**src/lrukv_pkg.sv**
```systemverilog
// ----------------------------------------------------------------------------
// lrukv_pkg
// Shared types and constants for the LRU key-value cache: field widths,
// command codes, cell operations and the sequencer states.
// ----------------------------------------------------------------------------
package lrukv_pkg;

   // payload widths
   localparam int KEY_W   = 32;
   localparam int VALUE_W = 31;
   localparam int CMD_W   = 2;
   localparam int CAP_W   = 5;

   // live capacity after reset
   localparam logic [CAP_W-1:0] CAP_RESET = 5'd16;

   // command codes, code 3 is unused and ignored
   typedef enum logic [CMD_W-1:0] {
      CMD_GET   = 2'd0,
      CMD_PUT   = 2'd1,
      CMD_EVICT = 2'd2
   } cmd_type;

   // operation applied by every cell of the recency chain
   typedef enum logic [1:0] {
      CELL_HOLD   = 2'd0,
      CELL_TOUCH  = 2'd1,
      CELL_INSERT = 2'd2,
      CELL_DROP   = 2'd3
   } cell_op_type;

   // control broadcast to the cells
   typedef struct packed {
      logic        compare;
      cell_op_type op;
   } cell_ctrl_type;

   // sequencer states
   typedef enum logic {
      ST_IDLE  = 1'b0,
      ST_APPLY = 1'b1
   } state_type;

endpackage

```
**src/lrukv_req_if.sv**
```systemverilog
// ----------------------------------------------------------------------------
// lrukv_req_if
// Request channel: command, key and write value with valid/ready.
// ----------------------------------------------------------------------------
interface lrukv_req_if;
   logic                              valid;
   logic                              ready;
   logic [lrukv_pkg::CMD_W-1:0]       cmd;
   logic signed [lrukv_pkg::KEY_W-1:0] lookup_key;
   logic [lrukv_pkg::VALUE_W-1:0]     write_value;

   modport source (output valid, output cmd, output lookup_key, output write_value,
                   input ready);
   modport sink   (input valid, input cmd, input lookup_key, input write_value,
                   output ready);
endinterface

```
**src/lrukv_rsp_if.sv**
```systemverilog
// ----------------------------------------------------------------------------
// lrukv_rsp_if
// Response channel: hit flag and read value with valid/ready.
// ----------------------------------------------------------------------------
interface lrukv_rsp_if;
   logic                          valid;
   logic                          ready;
   logic                          hit;
   logic [lrukv_pkg::VALUE_W-1:0] read_value;

   modport source (output valid, output hit, output read_value, input ready);
   modport sink   (input valid, input hit, input read_value, output ready);
endinterface

```
**src/lrukv_csr_if.sv**
```systemverilog
// ----------------------------------------------------------------------------
// lrukv_csr_if
// Configuration write channel carrying the live capacity register.
// ----------------------------------------------------------------------------
interface lrukv_csr_if;
   logic                        valid;
   logic                        ready;
   logic [lrukv_pkg::CAP_W-1:0] live_capacity;

   modport source (output valid, output live_capacity, input ready);
   modport sink   (input valid, input live_capacity, output ready);
endinterface

```
**src/lru_key_value_cache.sv**
```systemverilog
// ----------------------------------------------------------------------------
// lru_key_value_cache
// Fully associative key-value store with least-recently-used replacement,
// built as a chain of cells ordered by recency.
// ----------------------------------------------------------------------------
// Usage:
//   req_port carries one command per transaction: get, put or evict, with a
//   key and a write value. rsp_port returns one transaction per get holding
//   the hit flag and the stored value (zero on a miss); put and evict give
//   none. csr_port writes the live capacity, always ready, and is meant to
//   be written while the block is idle.
// Timing:
//   an accepted request compares its key in every cell in the accept cycle,
//   the chain applies the move-to-front, insert or drop in the update state
//   that follows, and the response is valid the cycle after that. No new
//   request is taken until the chain update finishes, set by the registered
//   match flags between compare and chain update.
// Reset:
//   clears all valid bits and restores a live capacity of 16, no clearing
//   pass is needed.
// Stall:
//   a waiting response sits in the output register while the next request
//   is taken; a get finishing while that register is still full holds in
//   the update cycle until the receiver takes the response.
// ----------------------------------------------------------------------------
module lru_key_value_cache #(
   parameter int ENTRIES = 16
) (
   input  logic       clock,
   input  logic       reset,
   lrukv_req_if.sink  req_port,
   lrukv_rsp_if.source rsp_port,
   lrukv_csr_if.sink  csr_port
);

   // sequencer
   lrukv_pkg::state_type state_ff, state_in;

   // request held across the update cycle
   logic [lrukv_pkg::CMD_W-1:0]        cmd_ff;
   logic signed [lrukv_pkg::KEY_W-1:0] key_ff;
   logic [lrukv_pkg::VALUE_W-1:0]      value_ff;

   // configuration
   logic [lrukv_pkg::CAP_W-1:0] live_capacity_ff;

   // response register
   logic                          rsp_valid_ff, rsp_valid_in;
   logic                          rsp_hit_ff;
   logic [lrukv_pkg::VALUE_W-1:0] rsp_value_ff;

   // chain signals
   logic signed [lrukv_pkg::KEY_W-1:0] key_arr   [ENTRIES];
   logic [lrukv_pkg::VALUE_W-1:0]      value_arr [ENTRIES];
   logic [ENTRIES-1:0]                 valid_vec;
   logic [ENTRIES-1:0]                 match_vec;
   logic [ENTRIES-1:0]                 keep_vec;
   logic [ENTRIES:0]                   below_chain;

   lrukv_pkg::cell_ctrl_type      cell_ctrl;
   logic                          req_accept;
   logic                          finish;
   logic                          is_get;
   logic                          any_hit;
   logic [lrukv_pkg::VALUE_W-1:0] hit_value;
   logic [lrukv_pkg::VALUE_W-1:0] front_value;

   assign req_accept = req_port.valid && req_port.ready;
   assign is_get     = (lrukv_pkg::cmd_type'(cmd_ff) == lrukv_pkg::CMD_GET);
   assign any_hit    = |match_vec;

   // value of the hit entry, at most one match
   always_comb begin
      hit_value = '0;
      for (int i = 0; i < ENTRIES; i++) begin
         hit_value = hit_value | (value_arr[i] & {lrukv_pkg::VALUE_W{match_vec[i]}});
      end
   end

   // entry that lands at the head of the chain
   assign front_value = is_get ? hit_value : value_ff;

   // a get may finish only when the response register is free
   assign finish = (state_ff == lrukv_pkg::ST_APPLY) &&
                   (!is_get || !rsp_valid_ff || rsp_port.ready);

   // next state
   always_comb begin
      state_in = state_ff;
      unique case (state_ff)
         lrukv_pkg::ST_IDLE: begin
            if (req_accept) state_in = lrukv_pkg::ST_APPLY;
         end
         lrukv_pkg::ST_APPLY: begin
            if (finish) state_in = lrukv_pkg::ST_IDLE;
         end
         default: state_in = lrukv_pkg::ST_IDLE;
      endcase
   end

   // sequencer outputs
   always_comb begin
      req_port.ready    = 1'b0;
      cell_ctrl.compare = 1'b0;
      cell_ctrl.op      = lrukv_pkg::CELL_HOLD;
      unique case (state_ff)
         lrukv_pkg::ST_IDLE: begin
            req_port.ready    = 1'b1;
            cell_ctrl.compare = req_port.valid;
         end
         lrukv_pkg::ST_APPLY: begin
            if (finish) begin
               unique case (cmd_ff)
                  lrukv_pkg::CMD_GET: begin
                     cell_ctrl.op = any_hit ? lrukv_pkg::CELL_TOUCH : lrukv_pkg::CELL_HOLD;
                  end
                  lrukv_pkg::CMD_PUT: begin
                     cell_ctrl.op = any_hit ? lrukv_pkg::CELL_TOUCH : lrukv_pkg::CELL_INSERT;
                  end
                  lrukv_pkg::CMD_EVICT: begin
                     cell_ctrl.op = lrukv_pkg::CELL_DROP;
                  end
                  default: begin
                     cell_ctrl.op = lrukv_pkg::CELL_HOLD;
                  end
               endcase
            end
         end
         default: begin
         end
      endcase
   end

   // response register next valid
   always_comb begin
      rsp_valid_in = rsp_valid_ff;
      if (rsp_port.ready) rsp_valid_in = 1'b0;
      if (finish && is_get) rsp_valid_in = 1'b1;
   end

   // control state
   always_ff @(posedge clock) begin
      if (reset) begin
         state_ff         <= lrukv_pkg::ST_IDLE;
         rsp_valid_ff     <= 1'b0;
         live_capacity_ff <= lrukv_pkg::CAP_RESET;
      end else begin
         state_ff     <= state_in;
         rsp_valid_ff <= rsp_valid_in;
         if (csr_port.valid && csr_port.ready) begin
            live_capacity_ff <= csr_port.live_capacity;
         end
      end
   end

   // request and response payload
   always_ff @(posedge clock) begin
      if (req_accept) begin
         cmd_ff   <= req_port.cmd;
         key_ff   <= req_port.lookup_key;
         value_ff <= req_port.write_value;
      end
      if (finish && is_get) begin
         rsp_hit_ff   <= any_hit;
         rsp_value_ff <= hit_value;
      end
   end

   assign csr_port.ready      = 1'b1;
   assign rsp_port.valid      = rsp_valid_ff;
   assign rsp_port.hit        = rsp_hit_ff;
   assign rsp_port.read_value = rsp_value_ff;

   // chain ends
   assign below_chain[ENTRIES] = 1'b0;

   // recency chain, cell 0 is the most recent entry
   for (genvar i = 0; i < ENTRIES; i++) begin : g_cell
      logic signed [lrukv_pkg::KEY_W-1:0] prev_key;
      logic [lrukv_pkg::VALUE_W-1:0]      prev_value;
      logic                               prev_valid;
      logic                               next_valid;

      // a cell survives an insert only below the effective capacity
      assign keep_vec[i] = (i == 0) || (32'(i) < 32'(live_capacity_ff));

      if (i == 0) begin : g_head
         assign prev_key   = key_ff;
         assign prev_value = front_value;
         assign prev_valid = 1'b1;
      end else begin : g_body
         assign prev_key   = key_arr[i-1];
         assign prev_value = value_arr[i-1];
         assign prev_valid = valid_vec[i-1];
      end

      if (i == ENTRIES - 1) begin : g_tail
         assign next_valid = 1'b0;
      end else begin : g_inner
         assign next_valid = valid_vec[i+1];
      end

      lrukv_cell u_cell (
         .clock         (clock),
         .reset         (reset),
         .ctrl          (cell_ctrl),
         .lookup_key    (req_port.lookup_key),
         .prev_key      (prev_key),
         .prev_value    (prev_value),
         .prev_valid    (prev_valid),
         .next_valid    (next_valid),
         .keep          (keep_vec[i]),
         .below_hit_in  (below_chain[i+1]),
         .key           (key_arr[i]),
         .value         (value_arr[i]),
         .valid         (valid_vec[i]),
         .match         (match_vec[i]),
         .below_hit_out (below_chain[i])
      );
   end

`ifndef ASSERT_OFF
   // live entries always form an unbroken run from the head of the chain
   a_valid_prefix: assert property (@(posedge clock) disable iff (reset)
      (valid_vec & (valid_vec + 1'b1)) == '0)
      else $error("valid entries not contiguous from chain head");

   // a key is held at most once
   a_single_match: assert property (@(posedge clock) disable iff (reset)
      (state_ff == lrukv_pkg::ST_APPLY) |-> $onehot0(match_vec))
      else $error("key matched in more than one cell");

   // an accepted request always moves to the update cycle
   a_accept_apply: assert property (@(posedge clock) disable iff (reset)
      req_accept |=> (state_ff == lrukv_pkg::ST_APPLY))
      else $error("accepted request did not reach update cycle");

   // a response appears only after a get finished
   a_rsp_from_get: assert property (@(posedge clock) disable iff (reset)
      $rose(rsp_valid_ff) |-> $past(finish && is_get))
      else $error("response raised without a finished get");

   // after an insert the chain head is live and at most ENTRIES entries are live
   a_insert_cap: assert property (@(posedge clock) disable iff (reset)
      (cell_ctrl.op == lrukv_pkg::CELL_INSERT) |=>
         (valid_vec[0] && ($countones(valid_vec) <= ENTRIES)))
      else $error("insert left the chain head empty");
`endif

endmodule

```
**src/lrukv_cell.sv**
```systemverilog
// ----------------------------------------------------------------------------
// lrukv_cell
// One slot of the recency chain. Position in the chain is the recency rank:
// the cell takes its upper neighbor's entry on a touch or insert and its
// lower neighbor's valid bit on a drop.
// ----------------------------------------------------------------------------
module lrukv_cell (
   input  logic                                clock,
   input  logic                                reset,
   input  lrukv_pkg::cell_ctrl_type            ctrl,
   input  logic signed [lrukv_pkg::KEY_W-1:0]  lookup_key,
   input  logic signed [lrukv_pkg::KEY_W-1:0]  prev_key,
   input  logic [lrukv_pkg::VALUE_W-1:0]       prev_value,
   input  logic                                prev_valid,
   input  logic                                next_valid,
   input  logic                                keep,
   input  logic                                below_hit_in,
   output logic signed [lrukv_pkg::KEY_W-1:0]  key,
   output logic [lrukv_pkg::VALUE_W-1:0]       value,
   output logic                                valid,
   output logic                                match,
   output logic                                below_hit_out
);

   logic signed [lrukv_pkg::KEY_W-1:0] key_ff, key_in;
   logic [lrukv_pkg::VALUE_W-1:0]      value_ff, value_in;
   logic                               valid_ff, valid_in;
   logic                               match_ff, match_in;
   logic                               shift;

   // this cell or one further down holds the hit entry
   assign below_hit_out = match_ff | below_hit_in;

   // key compare at request acceptance
   always_comb begin
      match_in = match_ff;
      if (ctrl.compare) begin
         match_in = valid_ff && (key_ff == lookup_key);
      end
   end

   // entry update for the chain operation
   always_comb begin
      key_in   = key_ff;
      value_in = value_ff;
      valid_in = valid_ff;
      shift    = 1'b0;
      unique case (ctrl.op)
         lrukv_pkg::CELL_HOLD: begin
         end
         lrukv_pkg::CELL_TOUCH: begin
            shift = below_hit_out;
         end
         lrukv_pkg::CELL_INSERT: begin
            shift = 1'b1;
         end
         lrukv_pkg::CELL_DROP: begin
            valid_in = next_valid;
         end
         default: begin
         end
      endcase
      if (shift) begin
         key_in   = prev_key;
         value_in = prev_value;
         valid_in = prev_valid & (keep | (ctrl.op == lrukv_pkg::CELL_TOUCH));
      end
   end

   // control state
   always_ff @(posedge clock) begin
      if (reset) begin
         valid_ff <= 1'b0;
         match_ff <= 1'b0;
      end else begin
         valid_ff <= valid_in;
         match_ff <= match_in;
      end
   end

   // payload
   always_ff @(posedge clock) begin
      key_ff   <= key_in;
      value_ff <= value_in;
   end

   assign key   = key_ff;
   assign value = value_ff;
   assign valid = valid_ff;
   assign match = match_ff;

endmodule

```
**src/flat_wrapper.sv**
```systemverilog
// flat-port wrapper written by rule: the top's interface ports become plain ports
module lru_key_value_cache_flat 
#(
   parameter int ENTRIES = 16
)
  (clock, reset, req_port_valid, req_port_cmd, req_port_lookup_key, req_port_write_value, req_port_ready, rsp_port_valid, rsp_port_hit, rsp_port_read_value, rsp_port_ready, csr_port_valid, csr_port_live_capacity, csr_port_ready);
  lrukv_req_if req_port_i ();
  lrukv_rsp_if rsp_port_i ();
  lrukv_csr_if csr_port_i ();
  input  logic clock;
  input  logic reset;
  input wire logic [$bits(req_port_i.valid)-1:0] req_port_valid;
  input wire logic [$bits(req_port_i.cmd)-1:0] req_port_cmd;
  input wire logic [$bits(req_port_i.lookup_key)-1:0] req_port_lookup_key;
  input wire logic [$bits(req_port_i.write_value)-1:0] req_port_write_value;
  output wire logic [$bits(req_port_i.ready)-1:0] req_port_ready;
  output wire logic [$bits(rsp_port_i.valid)-1:0] rsp_port_valid;
  output wire logic [$bits(rsp_port_i.hit)-1:0] rsp_port_hit;
  output wire logic [$bits(rsp_port_i.read_value)-1:0] rsp_port_read_value;
  input wire logic [$bits(rsp_port_i.ready)-1:0] rsp_port_ready;
  input wire logic [$bits(csr_port_i.valid)-1:0] csr_port_valid;
  input wire logic [$bits(csr_port_i.live_capacity)-1:0] csr_port_live_capacity;
  output wire logic [$bits(csr_port_i.ready)-1:0] csr_port_ready;
  assign req_port_i.valid = req_port_valid;
  assign req_port_i.cmd = req_port_cmd;
  assign req_port_i.lookup_key = req_port_lookup_key;
  assign req_port_i.write_value = req_port_write_value;
  assign req_port_ready = req_port_i.ready;
  assign rsp_port_valid = rsp_port_i.valid;
  assign rsp_port_hit = rsp_port_i.hit;
  assign rsp_port_read_value = rsp_port_i.read_value;
  assign rsp_port_i.ready = rsp_port_ready;
  assign csr_port_i.valid = csr_port_valid;
  assign csr_port_i.live_capacity = csr_port_live_capacity;
  assign csr_port_ready = csr_port_i.ready;
  lru_key_value_cache #(.ENTRIES(ENTRIES)) u_core (.clock(clock), .reset(reset), .req_port(req_port_i), .rsp_port(rsp_port_i), .csr_port(csr_port_i));
endmodule
```
**config.mk**
```make
export PLATFORM = sky130hd
export DESIGN_NAME = lru_key_value_cache_flat
export DESIGN_NICKNAME = d
export VERILOG_FILES = /design/src/lrukv_pkg.sv /design/src/lrukv_req_if.sv /design/src/lrukv_rsp_if.sv /design/src/lrukv_csr_if.sv /design/src/lru_key_value_cache.sv /design/src/lrukv_cell.sv /design/src/flat_wrapper.sv
export SDC_FILE = /design/constraint.sdc
export NUM_CORES = 1
export LEC_CHECK = 0
export BUFFER_PORTS_ARGS = -buffer_cell sky130_fd_sc_hd__buf_4
export CAP_MARGIN = 30
export CORE_MARGIN = 5
export CORE_UTILIZATION = 30
export DETAILED_ROUTE_END_ITERATION = 10
export PLACE_DENSITY = 0.57
export REMOVE_ABC_BUFFERS = 1
export SYNTH_ARGS = -nofsm -noshare
export SYNTH_HDL_FRONTEND = slang
export SYNTH_SLANG_ARGS = --single-unit
```
**constraint.sdc**
```tcl
create_clock -name clock -period 8 [get_ports clock]
set_input_delay 1.6 -clock clock [delete_from_list [all_inputs] [get_ports clock]]
set_output_delay 1.6 -clock clock [all_outputs]
set_load 0.005 [all_outputs]
```
==> results of run 1 <==
critical path: cells and delay by family, from the launching register on:
kind,cells,cell delay [ns]
adders and majority gates,1,0.28
DFF,1,0.62
and+or+nand+nor,5,1.90
AOI/OAI and AO/OA,2,0.92
buffers and inverters,2,1.24
per-layer routing:
layer | vias up | routed length, um
met5 | - | 26
met4 | 4 | 3560
met3 | 168 | 8530
met2 | 990 | 52000
met1 | 11800 | 49700
li1 | 10400 | -
cell type report:
| type | count | area, sq um | share of cell area |
|---|---|---|---|
| well taps | 1917 | 2400 | 0.0470 |
| inverters | 4 | 17.5 | 0.000343 |
| repair buffers | 137 | 1220 | 0.0239 |
| clock inverters | 82 | 764 | 0.0150 |
| multi-input cells | 1364 | 9710 | 0.190 |
| flip-flops and latches | 1144 | 34000 | 0.665 |
| diodes | 3 | 7.51 | 0.000147 |
| clock buffers | 133 | 2970 | 0.0581 |
cell families (layout without fill, tap and decap cells):
family	after synthesis	count (layout)	share of synthesized area
buf+inv	152	356	0.0137
fa+ha+maj	3	3	0.000850
mux	19	19	0.00436
simple gates	511	511	0.0576
flops	1144	1144	0.769
xor+xnor	512	512	0.102
other cells	1	4	0.0000849
compound gates	318	318	0.0524
worst max-delay path by stage:
stage	startpoint	end	slack, ns	cells after the start
3_5_place_dp	rsp_port_ready	u_core.g_cell[6].u_cell.key[16]	2.68	9
3_3_place_gp	rsp_port_ready	u_core.g_cell[6].u_cell.key[23]	2.75	9
6_report	u_core.g_cell[9].u_cell.match	u_core.g_cell[6].u_cell.key[12]	2.67	10
5_1_grt	u_core.g_cell[14].u_cell.match	u_core.g_cell[6].u_cell.key[18]	2.52	10
4_1_cts	u_core.g_cell[3].u_cell.match	u_core.g_cell[6].u_cell.key[26]	2.78	10
2_1_floorplan	u_core.g_cell[3].u_cell.match	u_core.g_cell[14].u_cell.valid	0.22	11
per-stage QoR:
| stage | utilization | total power [W] | cell area, sq um |
|---|---|---|---|
| 6_report | 0.350 | 0.0123 | 51100 |
| 5_1_grt | 0.350 | 0.0127 | 51100 |
| 4_1_cts | 0.349 | 0.0124 | 50900 |
| 3_5_place_dp | 0.323 | 0.00708 | 47200 |
| 3_3_place_gp | 0.322 | 0.00708 | 47100 |
| 2_1_floorplan | - | 0.00687 | 43600 |
sequential cells by signal, summed over array words and instances (netlist names):
name,flops
u_core.g_cell.prev_key,32
u_core.rsp_port.read_value,31
u_core.live_capacity_ff,5
u_core.rsp_port.hit,1
u_core.g_cell.u_cell.key,512
u_core.cmd_ff,2
u_core.rsp_port.valid,1
u_core.g_cell.u_cell.value,496
u_core.g_cell.u_cell.match,16
u_core.g_cell.u_cell.valid,16
u_core.state_ff,1
u_core.value_ff,31
where the power goes:
group	total [W]	internal [W]	switching (W)
combinational	0.000362	0.000128	0.000234
sequential	0.00659	0.00656	0.0000326
clock	0.00533	0.00307	0.00226
synth_stat cells (12+ instances only):
cell type / count
sky130_fd_sc_hd__a22oi_1: 251
sky130_fd_sc_hd__buf_2: 19
sky130_fd_sc_hd__nor3_1: 21
sky130_fd_sc_hd__xnor2_1: 288
sky130_fd_sc_hd__nand4_1: 96
sky130_fd_sc_hd__xor2_1: 224
sky130_fd_sc_hd__dfxtp_1: 39
sky130_fd_sc_hd__buf_1: 12
sky130_fd_sc_hd__nor2_1: 16
sky130_fd_sc_hd__o21ai_0: 26
sky130_fd_sc_hd__edfxtp_1: 1105
sky130_fd_sc_hd__clkbuf_1: 115
sky130_fd_sc_hd__mux2i_1: 17
sky130_fd_sc_hd__nor4_1: 66
sky130_fd_sc_hd__or4_1: 32
sky130_fd_sc_hd__nand2_1: 257
==> results.txt, run 1 <==
* Worst Setup End Kind: flip-flop
- For the worst setup path, the data required time is about 8.4 ns.
- Class of the tightest hold or removal check: reg2reg
- Total Wirelength: 114 mm
- Of the post-synthesis cell area, the dominant cell type holds 0.752.
* Sequential element share of the synthesized area: 0.769
* Period utilization: 0.666
- Initial antenna violation count: 5
- After clock tree synthesis, the flow added hold-fix buffers numbering 0.
- Met1 track demand over resource: 0.197
* Met2 track demand over resource: 0.226
* Most frequent standard cell in the layout excluding fill and tap cells: sky130_fd_sc_hd__edfxtp_1
- Worst clock skew on the final layout: 0.0152 ns
* Die span in y: 394 um
- Worst hold slack after final layout: 0.414 ns
* Worst Setup Path Type: reg2reg
- Post-synth top area cell: sky130_fd_sc_hd__edfxtp_1
- Counting along the longest clock path gives a buffer depth of 3.
* Fillers: about 14000
- Fraction of final layout cells sized beyond drive strength 1: 0.123
- Die Area: approximately 150000 sq um
- Quantity of gates resized following cts: 0
- The floorplan step set the die width to roughly 390 um.
- Post-CTS timing repair inserted 0 buffers for setup.
* Number of global-route vias before repair: approximately 24000
- Routed length per instance: roughly 24 um
- Post-Syn Instances: approximately 2700
- The clock drives around 1100 sinks.
* Clock network latency to the later pin of the worst-skew pair: 0.69 ns
- Flop2flop setup slack: ~2.7 ns
- In the global route stage, overall resource usage came out at 0.143.
- In this run, synthesis inferred 1105 flip-flops with an integrated enable.
* Clock tree from TritonCTS: yes
* Clock-pin slew on the worst setup and hold paths: 0.06 ns
- The worst hold path terminates at u_core.g_cell[0].u_cell.key[14].
- The worst hold path begins at u_core.g_cell[0].prev_key[14].
* Cell types occupying the most area after synthesis: sky130_fd_sc_hd__edfxtp_1 75%, sky130_fd_sc_hd__xnor2_1 5.7%, sky130_fd_sc_hd__xor2_1 4.4%
* Clock tree root driver cell: sky130_fd_sc_hd__clkbuf_16
* Detailed-routing iteration count for the pre-antenna-repair pass: 7
* Initial Utilization: 0.303
- Summing every instance area after synthesis gives between 40000 and 50000 sq um.
* Gpl congestion: roughly 0.8
* Via count: 23300
* Final #Nets: about 2800
- During placement, the flow inserted port buffers numbering roughly 110.
- Summed over all cells, the static leakage comes to approximately 16 nW.
* Setup violations, final: 0
- Total half-perimeter wirelength after legalization and detailed placement: 77.1 mm
* Worst hold path depth: 0
- The Yosys step of the flow raised 0 warnings.
* VDD IR max: 219 uV
* Flop and latch count out of synthesis: around 1100
- In this run the mean area of a mapped cell was 16.6 sq um.
- STA puts the critical path data arrival time at between 5 and 6 ns.
- Final cell count without fillers: between 4000 and 5000
- The number of clock buffers added by TritonCTS is around 110.
* Relative slew slack: 0.310
- Std-Cell Rows: 140
- Most used routing layer: met2
- Setup repair after global routing left no endpoint under its margin.
- For the final routed database, the setup TNS stands at 0 ns.
- The first global-routing pass estimated approximately 170 mm of wire.
* Endpoint of the most critical register-to-register path: u_core.g_cell[6].u_cell.key[12]
- The worst setup path is launched from a flip-flop.
- Max-cap violations in this run came to 0.
- In the layout the commonest cells are 1105 x sky130_fd_sc_hd__edfxtp_1, 288 x sky130_fd_sc_hd__xnor2_1, 250 x sky130_fd_sc_hd__nand2_1, 250 x sky130_fd_sc_hd__a22oi_1, 224 x sky130_fd_sc_hd__xor2_1.
- In this run the number of H-tree levels came out at 3.
- # placed instances: ~4600
- Highest clock frequency the design can meet: between 0.15 and 0.2 GHz
- Primary flip-flop cell chosen by synthesis mapping: sky130_fd_sc_hd__edfxtp_1
- Boundary Pins: 110
- Starting DRC count in detailed routing: 2471
- The area growth from synthesis to layout is 15.7%.
- The core region is 146000 sq um.
* Maximum cell stage delay along the critical path: around 0.80 ns
- Final setup margin: 2.67 ns
- Met3 routing resource usage after global routing: 0.0288
- Entering global routing, the biggest net connects between 60 and 70 pins.
- Power spread over the standard cell area amounts to between 200 and 250 nW/um^2.
- Of all nets on the critical path, the largest fanout is 45.
- Worst-case reg-to-reg path depth: 10
- Residual DRC count: 0
* Final Max Slew Viols: 0
* Worst flop-to-flop path startpoint: u_core.g_cell[9].u_cell.match
- For this run, asynchronously set or reset flops after synthesis account for 0.
* Count of final hold-check violations: 0
- Antenna-violating nets left: 0
- The slowest stage of the critical path is the sky130_fd_sc_hd__a21oi_2 cell.
- For this run the aggregate overflow at the end of global routing stands at 0.
- The flow ran to the end, and the final reports show no timing, DRC or antenna violations.
* Final Critical Period: about 5.3 ns
- Timing analysis after detailed placement gives a worst setup slack of 2.68 ns.
- The signal on the critical path passes through nor4_1 -> nand3b_1 -> or4_4 -> nor3b_2 -> o21ai_0 -> ha_1 -> nor2b_1 -> a21oi_2 -> clkinv_2 -> buf_4.
- Slew at the pin closest to its max-slew limit: between 1 and 1.5 ns
- Routed vias/inst: 4.88
- The number of different library cells used by synthesis comes to 47.
(Power assumes the default switching activity.)
==> inputs of run 2 (changes only) <==
ABC_AREA = 1   (was unset)
clock period = 4.7 ns   (was 8 ns; I/O delays follow)
==> run 2 against run 1 <==
Against the previous run: clock-buffer cell count unchanged; clock power rose by 76%; combinational power rose by 130%; first-iteration DRC count rose by 12%; design area increased by 5.3%; global-route usage rose by 0.90 points; fmax up 53%; clock skew rose by 0.022 ns; flip-flop and latch count is the same; critical path type unchanged; critical endpoint is now u_core.g_cell[0].u_cell.value[20].
==> results.txt, run 2 <==
- The clock transition at the registers of the reported paths is 0.07 ns (about the same).
- The number of cells on the critical path was 14 (+4).
- Maximum level of the CTS H-tree: 3 (unchanged)
- Post-CTS setup-driven buffer insertion count: 0 (unchanged)
- RSZ-0062 raised after global routing: false
- Period utilization: 0.742 (+0.0762)
- Boundary Pins: 110 (unchanged)
* Final cell count without fillers: 6039 (+26%)
* Distinct cells, synth: 40 (-15%)
- The clock net sink count came to 1144 (unchanged).
* Number of synthesis warnings: 0 (unchanged)
- Top cells by count, synth: 1151 x sky130_fd_sc_hd__nand2_1, 1105 x sky130_fd_sc_hd__edfxtp_1, 331 x sky130_fd_sc_hd__nor2_1
- Routed length per instance: 21.0 um (-12%)
- The kind of cell with the highest combined delay along the critical path is simple AND/OR/NAND/NOR gates.
- The leftover overflow at the end of global routing came to 0 (unchanged).
- The highest net fanout along the worst path was 33 (-27%).
* Final #Nets: 3975 (+40%)
- Leaving out fill and tap cells, the most frequent cell in the layout is sky130_fd_sc_hd__nand2_1.
- The power density over the cells was 402 nW/um^2 (+67%).
- Flop and latch count out of synthesis: 1144 (unchanged)
* Cells traversed along the worst timing path: nor2_8 -> nand2_4 -> nor2_4 -> nand3_2 -> inv_1 -> nand4_1 -> nand2_1 -> nand3_1 -> ha_1 -> nor2_2 -> buf_4 -> nand2_1 -> nand2_4 -> buf_12
- The routability-driven placement congestion ratio is 0.826 (+0.50%).
- The largest individual stage delay along the critical path comes from the cell sky130_fd_sc_hd__nand2_4.
* Final Critical Period: 3.49 ns (-1.84 ns)
* Max Cap Violations: 0 (unchanged)
- First-pass GRT wire length: 185 mm (+12%)
* Worst Setup Path Type: reg2reg
- After synthesis, the cell types taking the most area are sky130_fd_sc_hd__edfxtp_1 71%, sky130_fd_sc_hd__nand2_1 9.3%, sky130_fd_sc_hd__xnor2_1 4.5%.
- The die width was 404 um (+2.7%).
* Slew at the pin closest to its max-slew limit: 0.842 ns (-0.194 ns)
- Placeable core region: 154000 sq um (+5.7%)
* EDFF count, synth: 1105 (unchanged)
- The run finished with clean final reports.
* Share of flip-flops with an asynchronous set or reset after synthesis: 0 (unchanged)
- Relative to the synthesized area, the layout overhead comes to 15.4%.
- The final total power was 0.0217 W (+76%).
- The largest buffer count on any clock path came to 3 (unchanged).
- Total CTS buffers: 111 (-2.6%)
- Quantity of gates resized following cts: 0 (unchanged)
* Post-synth top area cell: sky130_fd_sc_hd__edfxtp_1
- TritonCTS built the clock tree.
- Number of global-route vias before repair: 27900 (+18%)
- The cell row count was 144 (+2.9%).
- Antenna-violating nets left: 0 (unchanged)
- Worst Setup End Kind: flip-flop
- The number of antenna violations at the first check in global routing is 2 (-3).
- The wire length reported by the detailed router is 127 mm (+11%).
- Relative slew slack: 0.438 (+0.128)
- The count of cells along the worst register-to-register path is 14 (+4).
* Worst clock skew on the final layout: 0.0373 ns (+0.0221 ns)
* Routed vias/inst: 4.67 (-4.3%)
* Setup violations, final: 0 (unchanged)
* Number of buffers added on ports: 108 (unchanged)
* Per-instance average area after synthesis: 12.4 sq um (-26%)
- The count of placed standard cells including taps came to 5827 (+28%).
- The pre-CTS worst setup slack was 0.878 ns (-1.80 ns).
- Final setup margin: 1.21 ns (-1.46 ns)
- Residual DRC count: 0 (unchanged)
- The critical path required time is 5.06 ns (-3.31 ns).
- Via count: 28200 (+21%)
- Most frequent cells in the layout: 1146 x sky130_fd_sc_hd__nand2_1, 1105 x sky130_fd_sc_hd__edfxtp_1, 330 x sky130_fd_sc_hd__nor2_1
- The number of design-rule violations left by the first detailed-router iteration is 2765 (+12%).
* Fraction of final layout cells sized beyond drive strength 1: 0.106 (-0.0166)
* VDD IR max: 305 uV (+39%)
- Die Area: 163000 sq um (+5.5%)
- The sequential share of the synthesized area is 0.728 (-0.0410).
- Highest clock frequency the design can meet: 0.287 GHz (+53%)
- The arrival time at the worst endpoint is 3.85 ns (-1.84 ns).
* Count of final hold-check violations: 0 (unchanged)
* Detailed-routing iteration count for the pre-antenna-repair pass: 5 (-2)
* Total track usage: 0.152 (+0.00900)
* Primary flip-flop cell chosen by synthesis mapping: sky130_fd_sc_hd__edfxtp_1
* Post-cts hold buffer count: 0 (unchanged)
- In the post-synthesis netlist, the cell with the most instances is sky130_fd_sc_hd__nand2_1.
- Clock tree root driver cell: sky130_fd_sc_hd__clkbuf_16
- Initial Utilization: 0.302 (about the same)
- Worst hold slack after final layout: 0.410 ns (-0.00430 ns)
- The cell count after synthesis was 3773 (+42%).
- The combined buffer and inverter count along the critical path came to 3 (+1).
* Maximum cell stage delay along the critical path: 0.44 ns (-0.36 ns)
- The final-layout setup total negative slack was 0 ns (unchanged).
- Number of flip-flops under the largest register name: 512 (unchanged)
- Clock network latency to the later pin of the worst-skew pair: 0.71 ns (+0.02 ns)
- Top-area cell type share of the netlist area: 0.712 (-0.0401)
- The largest net degree at the start of global routing is 66 (unchanged).
- The leakage power came to 18.8 nW (+14%).
- Die span in y: 404 um (+2.7%)
- Synthesized cell area: 46600 sq um (+5.6%)
- Class of the tightest hold or removal check: in2reg
- Total half-perimeter wirelength after legalization and detailed placement: 81.8 mm (+6.1%)
* Critical path startpoint category: flip-flop
* Final Max Slew Viols: 0 (unchanged)
* Worst hold path depth: 1 (+1)
-- run 2: routing by layer --
layer	up-vias	global-route usage	wire, um
met5	-	0	10
met4	2	0.0434	2910
met3	166	0.0261	8880
met2	999	0.244	58200
met1	14000	0.212	56500
li1	13000	-	-
-- run 2: report_power, final --
part	leakage (nW)	switching [W]	internal (W)
Combinational	6.56	0.000567	0.000272
Sequential	10.3	0.000108	0.0113
Clock	1.86	0.00392	0.00548
Total	18.8	0.00459	0.0171
-- run 2: worst paths after layout --
path	endpoint	slack (ns)	start
max reg2reg	u_core.g_cell[0].u_cell.value[20]	1.21	u_core.g_cell[14].u_cell.match
min reg2reg	u_core.g_cell[0].u_cell.key[1]	0.41	u_core.g_cell[0].prev_key[1]
min	u_core.value_ff[25]	0.41	req_port_write_value[25]
max	u_core.g_cell[0].u_cell.value[20]	1.21	u_core.g_cell[14].u_cell.match
-- run 2: worst reg2reg max path, delay by kind of cell, from the launching register on --
family / cells / cell delay (ns)
flops: 1 / 0.35
simple gates: 10 / 1.73
fa+ha+maj: 1 / 0.36
buf+inv: 3 / 0.66
-- run 2: area by class of cell --
cell class | instances | area [sq um]
diodes | 1 | 2.50
clock buffers | 133 | 2910
clock inverters | 77 | 921
fillers | 15100 | 100000
inverters | 235 | 891
multi-input cells | 2243 | 11100
flip-flops and latches | 1144 | 34000
well taps | 2044 | 2560
repair buffers | 162 | 1400
-- run 2: through the flow --
stage	util	cell area [sq um]
global placement	0.324	49900
floorplan	-	45900
global route	0.349	53800
CTS	0.349	53800
detailed placement	0.324	49900
finish	0.349	53800
-- run 2: kinds of logic after synthesis --
| kind of cell | synth area share |
|---|---|
| and+or+nand+nor | 0.157 |
| DFF | 0.728 |
| buffers and inverters | 0.0347 |
| xor gates and xnor gates | 0.0599 |
| AOI/OAI and AO/OA | 0.0191 |
| adders and majority gates | 0.000805 |
| other | 0.0000804 |
==> inputs of run 3 (changes only) <==
clock period = 3.05 ns   (was 4.7 ns; I/O delays follow)
==> run 3 against run 2 <==
Against the previous run: cell count grew 0.98%; utilization grew 0.49 points; combinational power grew 67%; sequential power grew 54%; via count increased by 0.83%; largest power group unchanged.
==> results.txt, run 3 (synthesis results as in run 2) <==
- The H-tree depth came to 3 (unchanged).
* Number of sinks on the clock net: 1144 (unchanged)
* Std-Cell Rows: 144 (unchanged)
* Arrival time at the worst endpoint: 3.29 ns (-0.56 ns)
- Via count: 28400 (+0.83%)
- Power per unit of standard cell area: 602 nW/um^2 (+49%)
- LEAKAGE: 19.1 nW (+1.7%)
- Number of global-route vias before repair: 28400 (+2.0%)
- The count of cells along the worst register-to-register path came to 15 (+1).
- Slew at the pin closest to its max-slew limit: 0.810 ns (-0.0321 ns)
- The startpoint identified for the worst register-to-register timing path is u_core.g_cell[14].u_cell.match.
* Total Wirelength: 129 mm (+1.6%)
- The clock transition at the registers of the reported paths is 0.06 ns (about the same).
- The maximum vdd drop is 416 uV (+36%).
- The starting utilization of the core area is 0.302 (unchanged).
- The largest net degree at the start of global routing is 52 (-21%).
- Detailed-routing iteration count for the pre-antenna-repair pass: 5 (unchanged)
- Die span in y: 404 um (unchanged)
- Layout Utilization: 0.354 (+0.00495)
- The number of vias per cell came to 4.66 (-0.15%).
* Period utilization: 0.950 (+0.208)
* Worst clock skew on the final layout: 0.0249 ns (-0.0124 ns)
- The leftover overflow at the end of global routing came to 0 (unchanged).
- Starting DRC count in detailed routing: 2619 (-5.3%)
- Initial antenna violation count: 2 (unchanged)
* Worst hold path depth: 1 (unchanged)
- The number of flip-flops under the largest register name is 512 (unchanged).
* Highest clock frequency the design can meet: 0.345 GHz (+20%)
- Total track usage: 0.152 (+0.000782)
- The final critical-path required period came to 2.90 ns (-0.591 ns).
- The remaining number of nets flagged by the antenna check after routing is 0 (unchanged).
- The area inside the core boundary is 154000 sq um (unchanged).
- Endpoint of the most critical register-to-register path: u_core.g_cell[1].u_cell.value[17]
* Gpl congestion: 0.880 (+6.5%)
* Final Max Slew Viols: 0 (unchanged)
- The register area was 34000 sq um (unchanged).
* Max Cap Violations: 0 (unchanged)
- The net count of the finished layout is 4033 (+1.5%).
* Footprint of the multi-input gates: 11200 sq um (+0.24%)
- Fillers: 15000 (-0.73%)
- Worst Setup Path Type: reg2reg
* Class of the tightest hold or removal check: in2reg
* Critical path startpoint category: flip-flop
- Worst Min Path Start: req_port_write_value[2]
* Number of buffers added on ports: 108 (unchanged)
* Routed length per instance: 21.1 um (+0.59%)
- The top-level port count was 110 (unchanged).
- The worst setup margin is 0.153 ns (-1.06 ns).
- First-pass GRT wire length: 186 mm (+0.39%)
- Bufs on Longest Clock Path: 3 (unchanged)
- Most frequent standard cell in the layout excluding fill and tap cells: sky130_fd_sc_hd__nand2_1
* Clock tree root driver cell: sky130_fd_sc_hd__clkbuf_16
* Most frequent cells in the layout: 1145 x sky130_fd_sc_hd__nand2_1, 1105 x sky130_fd_sc_hd__edfxtp_1, 329 x sky130_fd_sc_hd__nor2_1
- Die Area: 163000 sq um (unchanged)
- The share of cells above drive strength 1 is 0.117 (+0.0106).
* Run status: completed
- The path with the worst hold slack has its endpoint at u_core.value_ff[2].
- Flop2flop setup slack: 0.15 ns (-1.06 ns)
- Relative slew slack: 0.454 (+0.0163)
- The final-layout setup total negative slack was 0 ns (unchanged).
- Clock tree from TritonCTS: yes
* Count of final hold-check violations: 0 (unchanged)
- The clock latency on the worst-skew pair is 0.71 ns (about the same).
- The critical path required time was 3.45 ns (-1.61 ns).
- Crit-path max FO: 16 (-52%)
- RSZ-0062 raised after global routing: true
* Setup violations, final: 0 (unchanged)
* Width of the die: 404 um (unchanged)
- The pre-CTS worst setup slack is 0.118 ns (-0.760 ns).
* Total half-perimeter wirelength after legalization and detailed placement: 84.9 mm (+3.7%)
* Total CTS buffers: 111 (unchanged)
- Relative to the synthesized area, the layout overhead comes to 17.0%.
- Residual DRC count: 0 (unchanged)
- Worst Setup End Kind: flip-flop
## run 3: area by class of cell
class | instances | share of cell area
Antenna cell | 3 | 0.000138
Clock buffer | 133 | 0.0532
Clock inverter | 76 | 0.0133
Inverter | 235 | 0.0166
Multi-Input combinational cell | 2243 | 0.205
Sequential cell | 1144 | 0.623
Tap cell | 2044 | 0.0469
Timing Repair Buffer | 220 | 0.0425
## run 3: worst max path at each step
stage                              startpoint                                end  slack [ns]  depth (start not counted)
4_1_cts        u_core.g_cell[14].u_cell.match  u_core.g_cell[4].u_cell.value[21]        0.13                         14
3_3_place_gp                   rsp_port_ready   u_core.g_cell[1].u_cell.value[0]         0.1                         11
3_5_place_dp                   rsp_port_ready  u_core.g_cell[4].u_cell.value[26]        0.12                         11
5_1_grt        u_core.g_cell[14].u_cell.match   u_core.g_cell[10].u_cell.key[16]      -0.006                         16
2_1_floorplan                u_core.cmd_ff[1]     u_core.g_cell[14].u_cell.valid       -3.99                          8
6_report       u_core.g_cell[14].u_cell.match  u_core.g_cell[1].u_cell.value[17]        0.15                         15
## run 3: what timing repair did
action / in CTS / in global routing
endpoints found under the setup margin: 0 / 172
endpoints found under the hold margin: 0 / 0
gates resized for setup: 0 / 13
buffers inserted: 0 / 6
hold buffers: 0 / 0
## run 3: critical path, cell delays in order (launching register included)
cell and delay, ns:
sky130_fd_sc_hd__dfxtp_2 0.35, sky130_fd_sc_hd__nor2_8 0.15, sky130_fd_sc_hd__nand2_4 0.09, sky130_fd_sc_hd__nor2_4 0.14
sky130_fd_sc_hd__nand3_4 0.11, sky130_fd_sc_hd__inv_1 0.09, sky130_fd_sc_hd__nand4_1 0.10, sky130_fd_sc_hd__nand2_1 0.08
sky130_fd_sc_hd__nand3_1 0.10, sky130_fd_sc_hd__ha_1 0.36, sky130_fd_sc_hd__nor2_4 0.14, sky130_fd_sc_hd__buf_12 0.15
sky130_fd_sc_hd__nand2_1 0.13, sky130_fd_sc_hd__nand4_1 0.17, sky130_fd_sc_hd__buf_12 0.15, sky130_fd_sc_hd__clkbuf_16 0.24
## run 3: power breakdown
part           total [W]  internal [W]  switching (W)
Sequential        0.0176        0.0174       0.000162
Combinational    0.00140      0.000484       0.000918
Clock             0.0138       0.00781        0.00602
## run 3: layer usage
metal / share of wire / global-route usage
met4: 0.035 / 0.0544
met2: 0.45 / 0.244
met1: 0.44 / 0.207
met3: 0.073 / 0.0299
met5: 0.00010 / 0
## run 3: metrics by stage
step / total power, W / hold slack [ns] / cell area (sq um) / instances
6_report: 0.0328 / 0.0649 / 54600 / 6098
4_1_cts: 0.0331 / 0.00870 / 54300 / 6082
3_3_place_gp: 0.0193 / 0.401 / 50700 / 5873
5_1_grt: 0.0339 / 0.0336 / 54600 / 6095
2_1_floorplan: 0.0185 / 0.400 / 45900 / 3622
3_5_place_dp: 0.0193 / 0.405 / 50700 / 5873
